`src/rtl/core/rau_pkg.sv`:
```
// Package for the rational arithmetic unit: command codes, states, widths.
`default_nettype none
package rau_pkg;
    localparam int RauWidth = 32;
    localparam int OpW      = 32;
    localparam int WideW    = 64;

    localparam logic [3:0] CMD_NORM = 4'd0;
    localparam logic [3:0] CMD_ADD  = 4'd1;
    localparam logic [3:0] CMD_SUB  = 4'd2;
    localparam logic [3:0] CMD_MUL  = 4'd3;
    localparam logic [3:0] CMD_DIV  = 4'd4;
    localparam logic [3:0] CMD_CMP  = 4'd5;
    localparam logic [3:0] CMD_NEG  = 4'd6;
    localparam logic [3:0] CMD_INV  = 4'd7;
    localparam logic [3:0] CMD_ABS  = 4'd8;

    localparam logic [1:0] ERR_NONE = 2'd0;
    localparam logic [1:0] ERR_DEN  = 2'd1;
    localparam logic [1:0] ERR_OVF  = 2'd2;

    typedef enum logic [3:0] {
        ST_IDLE, ST_LOAD, ST_MUL, ST_COMB, ST_GSTART, ST_GCD, ST_DIVN, ST_DIVD, ST_DONE
    } state_t;
endpackage
`default_nettype wire

```
`src/rtl/core/rau_mul.sv`:
```
// Shared signed 32 by 32 multiplier with registered product.
`default_nettype none
module rau_mul
    import rau_pkg::*;
(
    input  wire logic                    aclk,
    input  wire logic signed [OpW-1:0]   a,
    input  wire logic signed [OpW-1:0]   b,
    output logic signed [WideW-1:0]      p
);
    logic signed [WideW-1:0] p_reg;

    always_ff @(posedge aclk) begin
        p_reg <= WideW'(a) * WideW'(b);
    end

    assign p = p_reg;
endmodule
`default_nettype wire

```
`config.mk`:
```
export PLATFORM = sky130hd
export DESIGN_NAME = rau_mul
export DESIGN_NICKNAME = d
export VERILOG_FILES = /design/src/rtl/core/rau_pkg.sv /design/src/rtl/core/rau_mul.sv
export SDC_FILE = /design/constraint.sdc
export NUM_CORES = 2
export LEC_CHECK = 0
export BUFFER_PORTS_ARGS = -buffer_cell sky130_fd_sc_hd__buf_2
export CAP_MARGIN = 40
export CORE_MARGIN = 3
export CORE_UTILIZATION = 60
export DETAILED_ROUTE_END_ITERATION = 8
export PLACE_DENSITY = 0.81
export SETUP_SLACK_MARGIN = 0.05
export SYNTH_ARGS = -nofsm -noshare
export SYNTH_HDL_FRONTEND = slang
export SYNTH_SLANG_ARGS = --single-unit
```
`constraint.sdc`:
```
create_clock -name aclk -period 7.8 [get_ports aclk]
set_input_delay 0.78 -clock aclk [delete_from_list [all_inputs] [get_ports aclk]]
set_output_delay 0.78 -clock aclk [all_outputs]
set_load 0.01 [all_outputs]
```
==> results.txt <==
Synth Cell Area - 37,200 µm²
Max-slew violations - 0
Die height - 255 µm
Proportion of layout cells with a drive suffix above 1 - 15.7%
Via count - 28,248
Mean Syn Cell Area - 9.59 µm²
Most frequent cells after synthesis - fa_1, inv_1, and2_1, nand2_1, clkbuf_1
Fin Setup TNS - 0 ns
Port Buffers - 128
Area grow syn2layout - 14.8%
First-pass GRT wire length - 168,000 µm
Die Area - 65,100 µm²
1st-pass router iterations - 6
Wire per inst - 20.3 µm
Gr ovfl total - 0
Fraction of synthesized cell area taken by the top area cell type - 58.2%
Min Clock Period, post-route - 7.69 ns
Worst slew margin - 54.9%
TritonCTS Buffers - 9
Vias per cell - 5.53
Hold buffers post-CTS - 0
Drt total wl - 104,000 µm
Synthesized instance count - 3,884
Unrepaired setup endpoints after global routing - true
Final hold vios - 0
Max incr delay on CP - 0.58 ns
Clock Path Buffers - 2
Post-synth EDFFs - 0
Register area share after synthesis - 3.44%
Boundary pin count - 129
Top post-synthesis cells by area - fa_1, inv_1, and2_1
Critical path's slowest cell - fa_2
Clk sinks - 64
Total GRT Usage - 33.8%
Tcrit/Tclk final - 98.6%
Synth Net Count - 5,215
Post-synth ARST share - 0%
Core Area - 60,900 µm²
CP Launch Type - input port
HP Start - a[0]
Largest net degree at the start of global routing - 30
Worst-path clk slew - 0.10 ns
CTS tree - built
Worst Path Max Fanout - 16
Initial DRC count - 2,245
Die width - 255 µm
Most used DFF post-synth - dfxtp_1
Placer congestion estimate - 0.912
Count leader, synth - fa_1
Max Clock Freq - 0.130 GHz
Worst Path Arrival - 8.02 ns
Yosys reg bits - 64
Max_cap viols - 0
Yosys cell types - 63
Ys Warns - 0
DRC violations left - 0
Req. time, crit path - 8.13 ns
Final setup fails - 0
Largest register FFs - 64
CTS root buffer - clkbuf_16
Area leader, netlist - fa_1
# nets final - 5,601
DP HPWL - 87,900 µm
Post-route ant nets - 0
Vias in the first global route - 31,321
Worst-margin pin slew - 0.676 ns
Hold/Removal Path Class - in -> reg
Outcome - complete, no violations
CP endpoint kind - flip-flop
WS Path Type - in -> reg
Crit. Startpoint - b[8]
Initial antenna violation count - 12
Final cell utilization of the core - 70.2%
Starting Density - 61.1%
H-Tree Depth - 3
Placement row count - 90
-- worst max-delay path: cells and delay by family --
family,cells,cell delay (ns)
compound gates,5,0.79
xor+xnor,1,0.13
simple gates,2,0.25
fa+ha+maj,9,4.34
buf+inv,11,1.70
-- metrics by stage --
step	cell area [µm²]	hold WS, ns	setup WS (ns)	cells
after floorplan	37400	0.907	0.0218	3884
after detailed placement	41700	1.17	-0.589	5059
final	42800	0.749	0.111	5111
after CTS	42400	0.747	0.0240	5092
after global placement	41700	1.18	-0.486	5059
after global routing	42700	0.762	-0.0440	5103
-- kinds of logic (layout without fill, tap and decap cells) --
kind of cell	after synthesis	after routing	share of synthesized area, %
AOI/OAI and AO/OA	193	193	3.46
xor gates and xnor gates	75	75	1.76
adders and majority gates	1266	1266	64.3
buffers and inverters	1152	1543	11.6
DFF	64	64	3.44
other	0	8	0
and+or+nand+nor	1134	1134	15.4
-- placed cells by master, fill, tap and decap left out, drive strengths merged, types with 4 or more instances in the layout --
master  netlist  routed
fa         1082    1082
inv         952     954
buf           5     568
and2        516     516
nand2       511     511
ha          184     184
a21oi        68      68
dfxtp        64      64
xnor2        53      53
nor2         42      42
o21ai        31      31
a21o         25      25
xor2         22      22
clkbuf      195      16
o21bai       15      15
nand3        15      15
a31oi        13      13
nand2b        9       9
and3          9       9
diode         0       8
a211oi        8       8
nand4         7       7
nor3          7       7
o31ai         7       7
or3           5       5
o21a          4       4
and4          4       4
-- per-layer routing --
| layer | GRT usage (%) | routed length [µm] |
|---|---|---|
| met5 | 0 | 91 |
| met4 | 13.6 | 4970 |
| met3 | 10.5 | 11500 |
| met2 | 54.9 | 49900 |
| met1 | 42.8 | 37300 |
-- what timing repair did --
action                                  CTS  global route
setup buffers                            17            11
pin swaps                                26            36
endpoints found under the setup margin   11            20
gates resized for setup                  50            63
-- layout make-up --
cell class	instances	area (µm²)
timing repair buffer	575	4560
inverter	952	3580
fill	4164	18200
antenna	8	20.0
clock inverter	7	125
clock buffer	9	225
tap	828	1040
sequential	64	1280
multi-input combinational	2668	31900
-- worst paths after layout --
kind | end | cells after the start
worst max-delay path | p[63] | 28
worst min-delay path | p[0] | 2
Power is not shown: default switching activity piles up to over one toggle a cycle in this logic, so the estimate is an artifact.
