===== config.mk =====
export PLATFORM = sky130hd
export DESIGN_NAME = rau_gcd
export DESIGN_NICKNAME = d
export VERILOG_FILES = /design/src/rtl/core/rau_pkg.sv /design/src/rtl/core/rau_gcd.sv
export SDC_FILE = /design/constraint.sdc
export NUM_CORES = 1
export LEC_CHECK = 0
export BUFFER_PORTS_ARGS = -buffer_cell sky130_fd_sc_hd__buf_2
export CORE_MARGIN = 10
export CORE_UTILIZATION = 30
export CTS_CLUSTER_DIAMETER = 40
export DETAILED_ROUTE_END_ITERATION = 10
export REMOVE_ABC_BUFFERS = 1
export SETUP_SLACK_MARGIN = 0.15
export SYNTH_ARGS = -nofsm -noshare
export SYNTH_HDL_FRONTEND = slang
export SYNTH_SLANG_ARGS = --single-unit

===== constraint.sdc =====
create_clock -name aclk -period 15.45 [get_ports aclk]
set_clock_uncertainty 0.15 [all_clocks]
set_input_delay 3.09 -clock aclk [delete_from_list [all_inputs] [get_ports aclk]]
set_output_delay 3.09 -clock aclk [all_outputs]
set_load 0.05 [all_outputs]

===== src/rtl/core/rau_pkg.sv =====
// Package for the rational arithmetic unit: command codes, states, widths.
`default_nettype none
package rau_pkg;
    localparam int RauWidth = 32;
    localparam int OpW      = 32;
    localparam int WideW    = 64;

    localparam logic [3:0] CMD_NORM = 4'd0;
    localparam logic [3:0] CMD_ADD  = 4'd1;
    localparam logic [3:0] CMD_SUB  = 4'd2;
    localparam logic [3:0] CMD_MUL  = 4'd3;
    localparam logic [3:0] CMD_DIV  = 4'd4;
    localparam logic [3:0] CMD_CMP  = 4'd5;
    localparam logic [3:0] CMD_NEG  = 4'd6;
    localparam logic [3:0] CMD_INV  = 4'd7;
    localparam logic [3:0] CMD_ABS  = 4'd8;

    localparam logic [1:0] ERR_NONE = 2'd0;
    localparam logic [1:0] ERR_DEN  = 2'd1;
    localparam logic [1:0] ERR_OVF  = 2'd2;

    typedef enum logic [3:0] {
        ST_IDLE, ST_LOAD, ST_MUL, ST_COMB, ST_GSTART, ST_GCD, ST_DIVN, ST_DIVD, ST_DONE
    } state_t;
endpackage
`default_nettype wire


===== src/rtl/core/rau_gcd.sv =====
// Iterative binary GCD, one shift or subtract per cycle.
`default_nettype none
module rau_gcd
    import rau_pkg::*;
(
    input  wire logic               aclk,
    input  wire logic               aresetn,
    input  wire logic               start,
    input  wire logic [WideW-1:0]   a_in,
    input  wire logic [WideW-1:0]   b_in,
    output logic                    done,
    output logic [WideW-1:0]        g
);
    logic [WideW-1:0] a_reg, a_next, b_reg, b_next, g_reg, g_next;
    logic [6:0]       k_reg, k_next;
    logic             busy_reg, busy_next, done_reg, done_next;

    always_ff @(posedge aclk) begin
        if (!aresetn) begin
            busy_reg <= 1'b0;
            done_reg <= 1'b0;
        end else begin
            busy_reg <= busy_next;
            done_reg <= done_next;
        end
        a_reg <= a_next;
        b_reg <= b_next;
        k_reg <= k_next;
        g_reg <= g_next;
    end

    always_comb begin
        a_next    = a_reg;
        b_next    = b_reg;
        k_next    = k_reg;
        g_next    = g_reg;
        busy_next = busy_reg;
        done_next = 1'b0;
        if (start) begin
            a_next    = a_in;
            b_next    = b_in;
            k_next    = '0;
            busy_next = 1'b1;
        end else if (busy_reg) begin
            if (a_reg == '0) begin
                g_next    = b_reg << k_reg[5:0];
                busy_next = 1'b0;
                done_next = 1'b1;
            end else if (!a_reg[0] && !b_reg[0]) begin
                a_next = a_reg >> 1;
                b_next = b_reg >> 1;
                k_next = k_reg + 7'd1;
            end else if (!a_reg[0]) begin
                a_next = a_reg >> 1;
            end else if (!b_reg[0]) begin
                b_next = b_reg >> 1;
            end else if (a_reg >= b_reg) begin
                a_next = a_reg - b_reg;
            end else begin
                b_next = b_reg - a_reg;
            end
        end
    end

    assign done = done_reg;
    assign g    = g_reg;
endmodule
`default_nettype wire


==> flow_summary.yaml <==
floorplanning:
  core_area_um2: 68500
  fp.dieArea_um2: 79700
  rows: 96
  starting_utilization_of_the_core_area_pct: 30.2
  design.portCount: 196
  die_w_um: 282
  dieHeight_um: 282
timing:
  timing.final.ws_setup_ns: 10.36
  drv_slew: 0
  final_hold_viol_count: 0
  setup_total_negative_slack_ns: 0
  post-route-min-period_ns: 5.09
  period_share_pct: 32.9
  fin_worst_hold_slack_ns: 0.360
  tightestPinTransition_ns: 1.09
  rsz0062_at_grt: "no"
  achievable-frequency_mhz: 197
  final-setup-viol-count: 0
  max_slew_margin_pct: 26.9
global_routing:
  grt_start_max_net_pins: 82
  grt.met2_usage_pct: 30.9
  grt_most_used_layer: "met2"
  grt_util_all_layers_pct: 19.8
  grt_use_met1_pct: 26.8
  number_of_global_route_vias_before_repair: 18600
  grt-ovfl-total: 0
  use_met3_pct: 3.34
  grt_antenna_before_repair: 10
  grt_pass1_wl_um: 120000
run_status:
  run_status: "finished, final reports clean"
yosys:
  yosys-mux-area-fraction_pct: 7.90
  mappedNetlistArea_um2: 20700
  ys.warnings.count: 0
  fraction_of_the_mapped_netlist_area_in_compound_gates_pct: 26.5
  synthDistinctLibCells: 77
  postSynthAreaPerCell_um2: 8.17
  dominant_combinational_cell_family_by_area_after_synthesis: "compound AO/OA/AOI/OAI gates"
  ys_flop_type: "edfxtp_1"
  synth-edff-count: 192
  adder_cell_area_share_of_the_yosys_netlist_pct: 8.07
  synth.yosys.seq_area_share_pct: 28.7
  netlist_instances: 2528
  yosys_register_bits: 200
  post_synth_simple_gate_area_pct: 15.7
  synth_xor_area_share_pct: 5.30
  postSynth.asyncResetShare_pct: 0
route:
  wl_per_cell_um: 23.4
  antenna_violating_nets_post_route: 0
  num_vias: 19700
  post-route-drc-count: 0
  detailedRoute.firstPassIterationCount: 6
  drtIter0Drc: 1949
  detail_route.wirelength_um: 81600
  route.detailed.vias_per_inst: 5.66
placed_design:
  place_congestion: 1.00
  portBuffers: 195
  preCtsSetupSlack_ns: 10.02
  place.detailed.hpwl_um: 64800
power_and_ir_drop:
  post-layout-total-power_mw: 3.08
  power.density_cell_area_nw_per_um2: 135
  p_leak_nw: 9.45
  peakVddDrop_uv: 110
critical_path:
  end_kind: "flop"
  required_ns: 15.42
  crit_slowest_cell: "buf_4"
  timing.critical_path.mode_cell: "inv_1"
  startpoint_type: "flop"
  critical_path_s_largest_stage_delay_ns: 0.69
  cp_cell_sequence: "inv_1 -> ha_1 -> inv_1 -> fa_1 -> a31o_2 -> a311oi_4 -> o21ai_2 -> a221oi_2 -> or4b_4 -> nand3_4 -> a21boi_4 -> buf_4"
  worst_path_class_setup: "reg -> reg"
  maximum_net_fanout_on_the_critical_path: 50
  crit_start: "a_reg[0]"
  worst-endpoint-arrival_ns: 5.06
  worst_r2r_startpoint: "a_reg[0]"
clock_network:
  clock_sinks: 200
  tritoncts: "built"
  h-tree-depth: 4
  cts-buffers-inserted: 17
  clock_tree.buffer_depth: 2
  cts.root.buffer_cell: "clkbuf_16"
  worstSkewPairLatency_ns: 0.51
  postCtsSetupBuffers: 0
  cts-hold-fix-buffers: 0
  gates_resized_cts_repair: 0
  cts.clk_slew.worst_paths_ns: 0.07
layout:
  syn2layout_area_growth_pct: 10.3
  post_route_cells_drive_above_1_share_pct: 14.4
  final_nets: 2850
min_path:
  timing.hold.worst.class: "reg -> reg"
  min-delay-start: "k_reg[1]"
flow_run:
  reported_max_cap_violation_count: 0
-- cells in the final DEF (no fill, tap or decap), types with 8 or more instances in the layout --
cell       count
a211oi_1      26
a21boi_0      12
a21o_1        57
a21oi_1      310
a221oi_1      26
a221oi_2      28
a22oi_1       17
a31oi_1       29
and2_1        20
buf_2        194
buf_4         22
clkbuf_16     17
edfxtp_1     192
ha_1         130
inv_1        224
mux2i_1       46
mux4_2        49
nand2_1      320
nand2b_1      12
nand3_1       27
nand4_1       38
nor2_1       180
nor2b_1       10
nor3_1        56
nor4_1        20
o21a_1        14
o21ai_0      152
o21ai_1       30
o21bai_1      36
o221ai_1      21
o22ai_1       19
o31ai_1       14
or2_2          8
xnor2_1       82
xor2_1        43
-- where the power goes --
group | leakage [nW] | total [mW] | internal [mW] | switching (mW)
Combinational | 7.23 | 1.76 | 0.621 | 1.14
Clock | 0.294 | 0.489 | 0.260 | 0.229
Sequential | 1.93 | 0.832 | 0.696 | 0.136
Total | 9.45 | 3.08 | 1.58 | 1.50
-- through the flow --
step / utilization [%] / cells / instance area (um^2)
floorplan: - / 2351 / 19900
global placement: 32.4 / 3450 / 22200
detailed placement: 32.4 / 3450 / 22200
CTS: 33.3 / 3482 / 22800
global route: 33.3 / 3482 / 22800
finish: 33.3 / 3483 / 22800
-- worst max-delay path: cells and delay by family (launching register included) --
family / cells / cell delay [ns]
DFF: 1 / 0.52
adders and majority gates: 2 / 0.58
AOI/OAI and AO/OA: 5 / 1.88
buffers and inverters: 3 / 0.90
and+or+nand+nor: 2 / 0.56
-- cells by family after synthesis --
family                   after synthesis
AO/OA/AOI/OAI                        846
AND/OR/NAND/NOR                      722
buffers and inverters                402
flip-flops                           200
adder cells (fa/ha/maj)              132
XOR/XNOR                             125
multiplexers                         101
-- metal layers --
layer / vias to the layer above / wire length [um]
li1: 9277 / -
met1: 9419 / 35200
met2: 868 / 36400
met3: 128 / 6840
met4: 18 / 3070
met5: - / 97
-- layout make-up --
class                      count  area [um^2]
antenna                        1         2.50
clock buffer                  21          450
clock inverter                11          146
fill                        7276        45700
inverter                     225          845
multi-input combinational   1926        13100
sequential                   200         5930
tap                          882         1100
timing repair buffer         217         1150
-- cells in the mapped netlist, drive strengths merged, types with 10 or more instances --
library cell / count / share of area (%)
nand2: 323 / 5.9
a21oi: 310 / 7.5
inv: 224 / 4.1
edfxtp: 192 / 28
o21ai: 183 / 4.5
nor2: 181 / 3.3
ha: 130 / 7.9
clkbuf: 120 / 2.2
xnor2: 82 / 3.5
a21o: 58 / 2.1
buf: 57 / 1.5
nor3: 57 / 1.4
a221oi: 54 / 3.1
mux4: 49 / 5.3
mux2i: 46 / 2.2
xor2: 43 / 1.8
nand4: 41 / 1.4
o21bai: 36 / 1.3
a31oi: 29 / 0.88
nand3: 28 / 0.74
o221ai: 28 / 1.4
a211oi: 26 / 0.94
nor4: 21 / 0.71
and2: 20 / 0.61
o22ai: 19 / 0.58
a22oi: 17 / 0.62
o31ai: 16 / 0.63
nand2b: 14 / 0.42
o21a: 14 / 0.51
a21boi: 13 / 0.47
nor2b: 10 / 0.30
-- worst paths after layout --
check | to | slack [ns] | cells past startpoint
setup / recovery | b_reg[45] | 10.36 | 12
hold / removal | k_reg[1] | 0.36 | 2
setup reg to reg | b_reg[45] | 10.36 | 12
hold reg to reg | k_reg[1] | 0.36 | 2
Note: power is estimated with default switching activity, not from simulation.
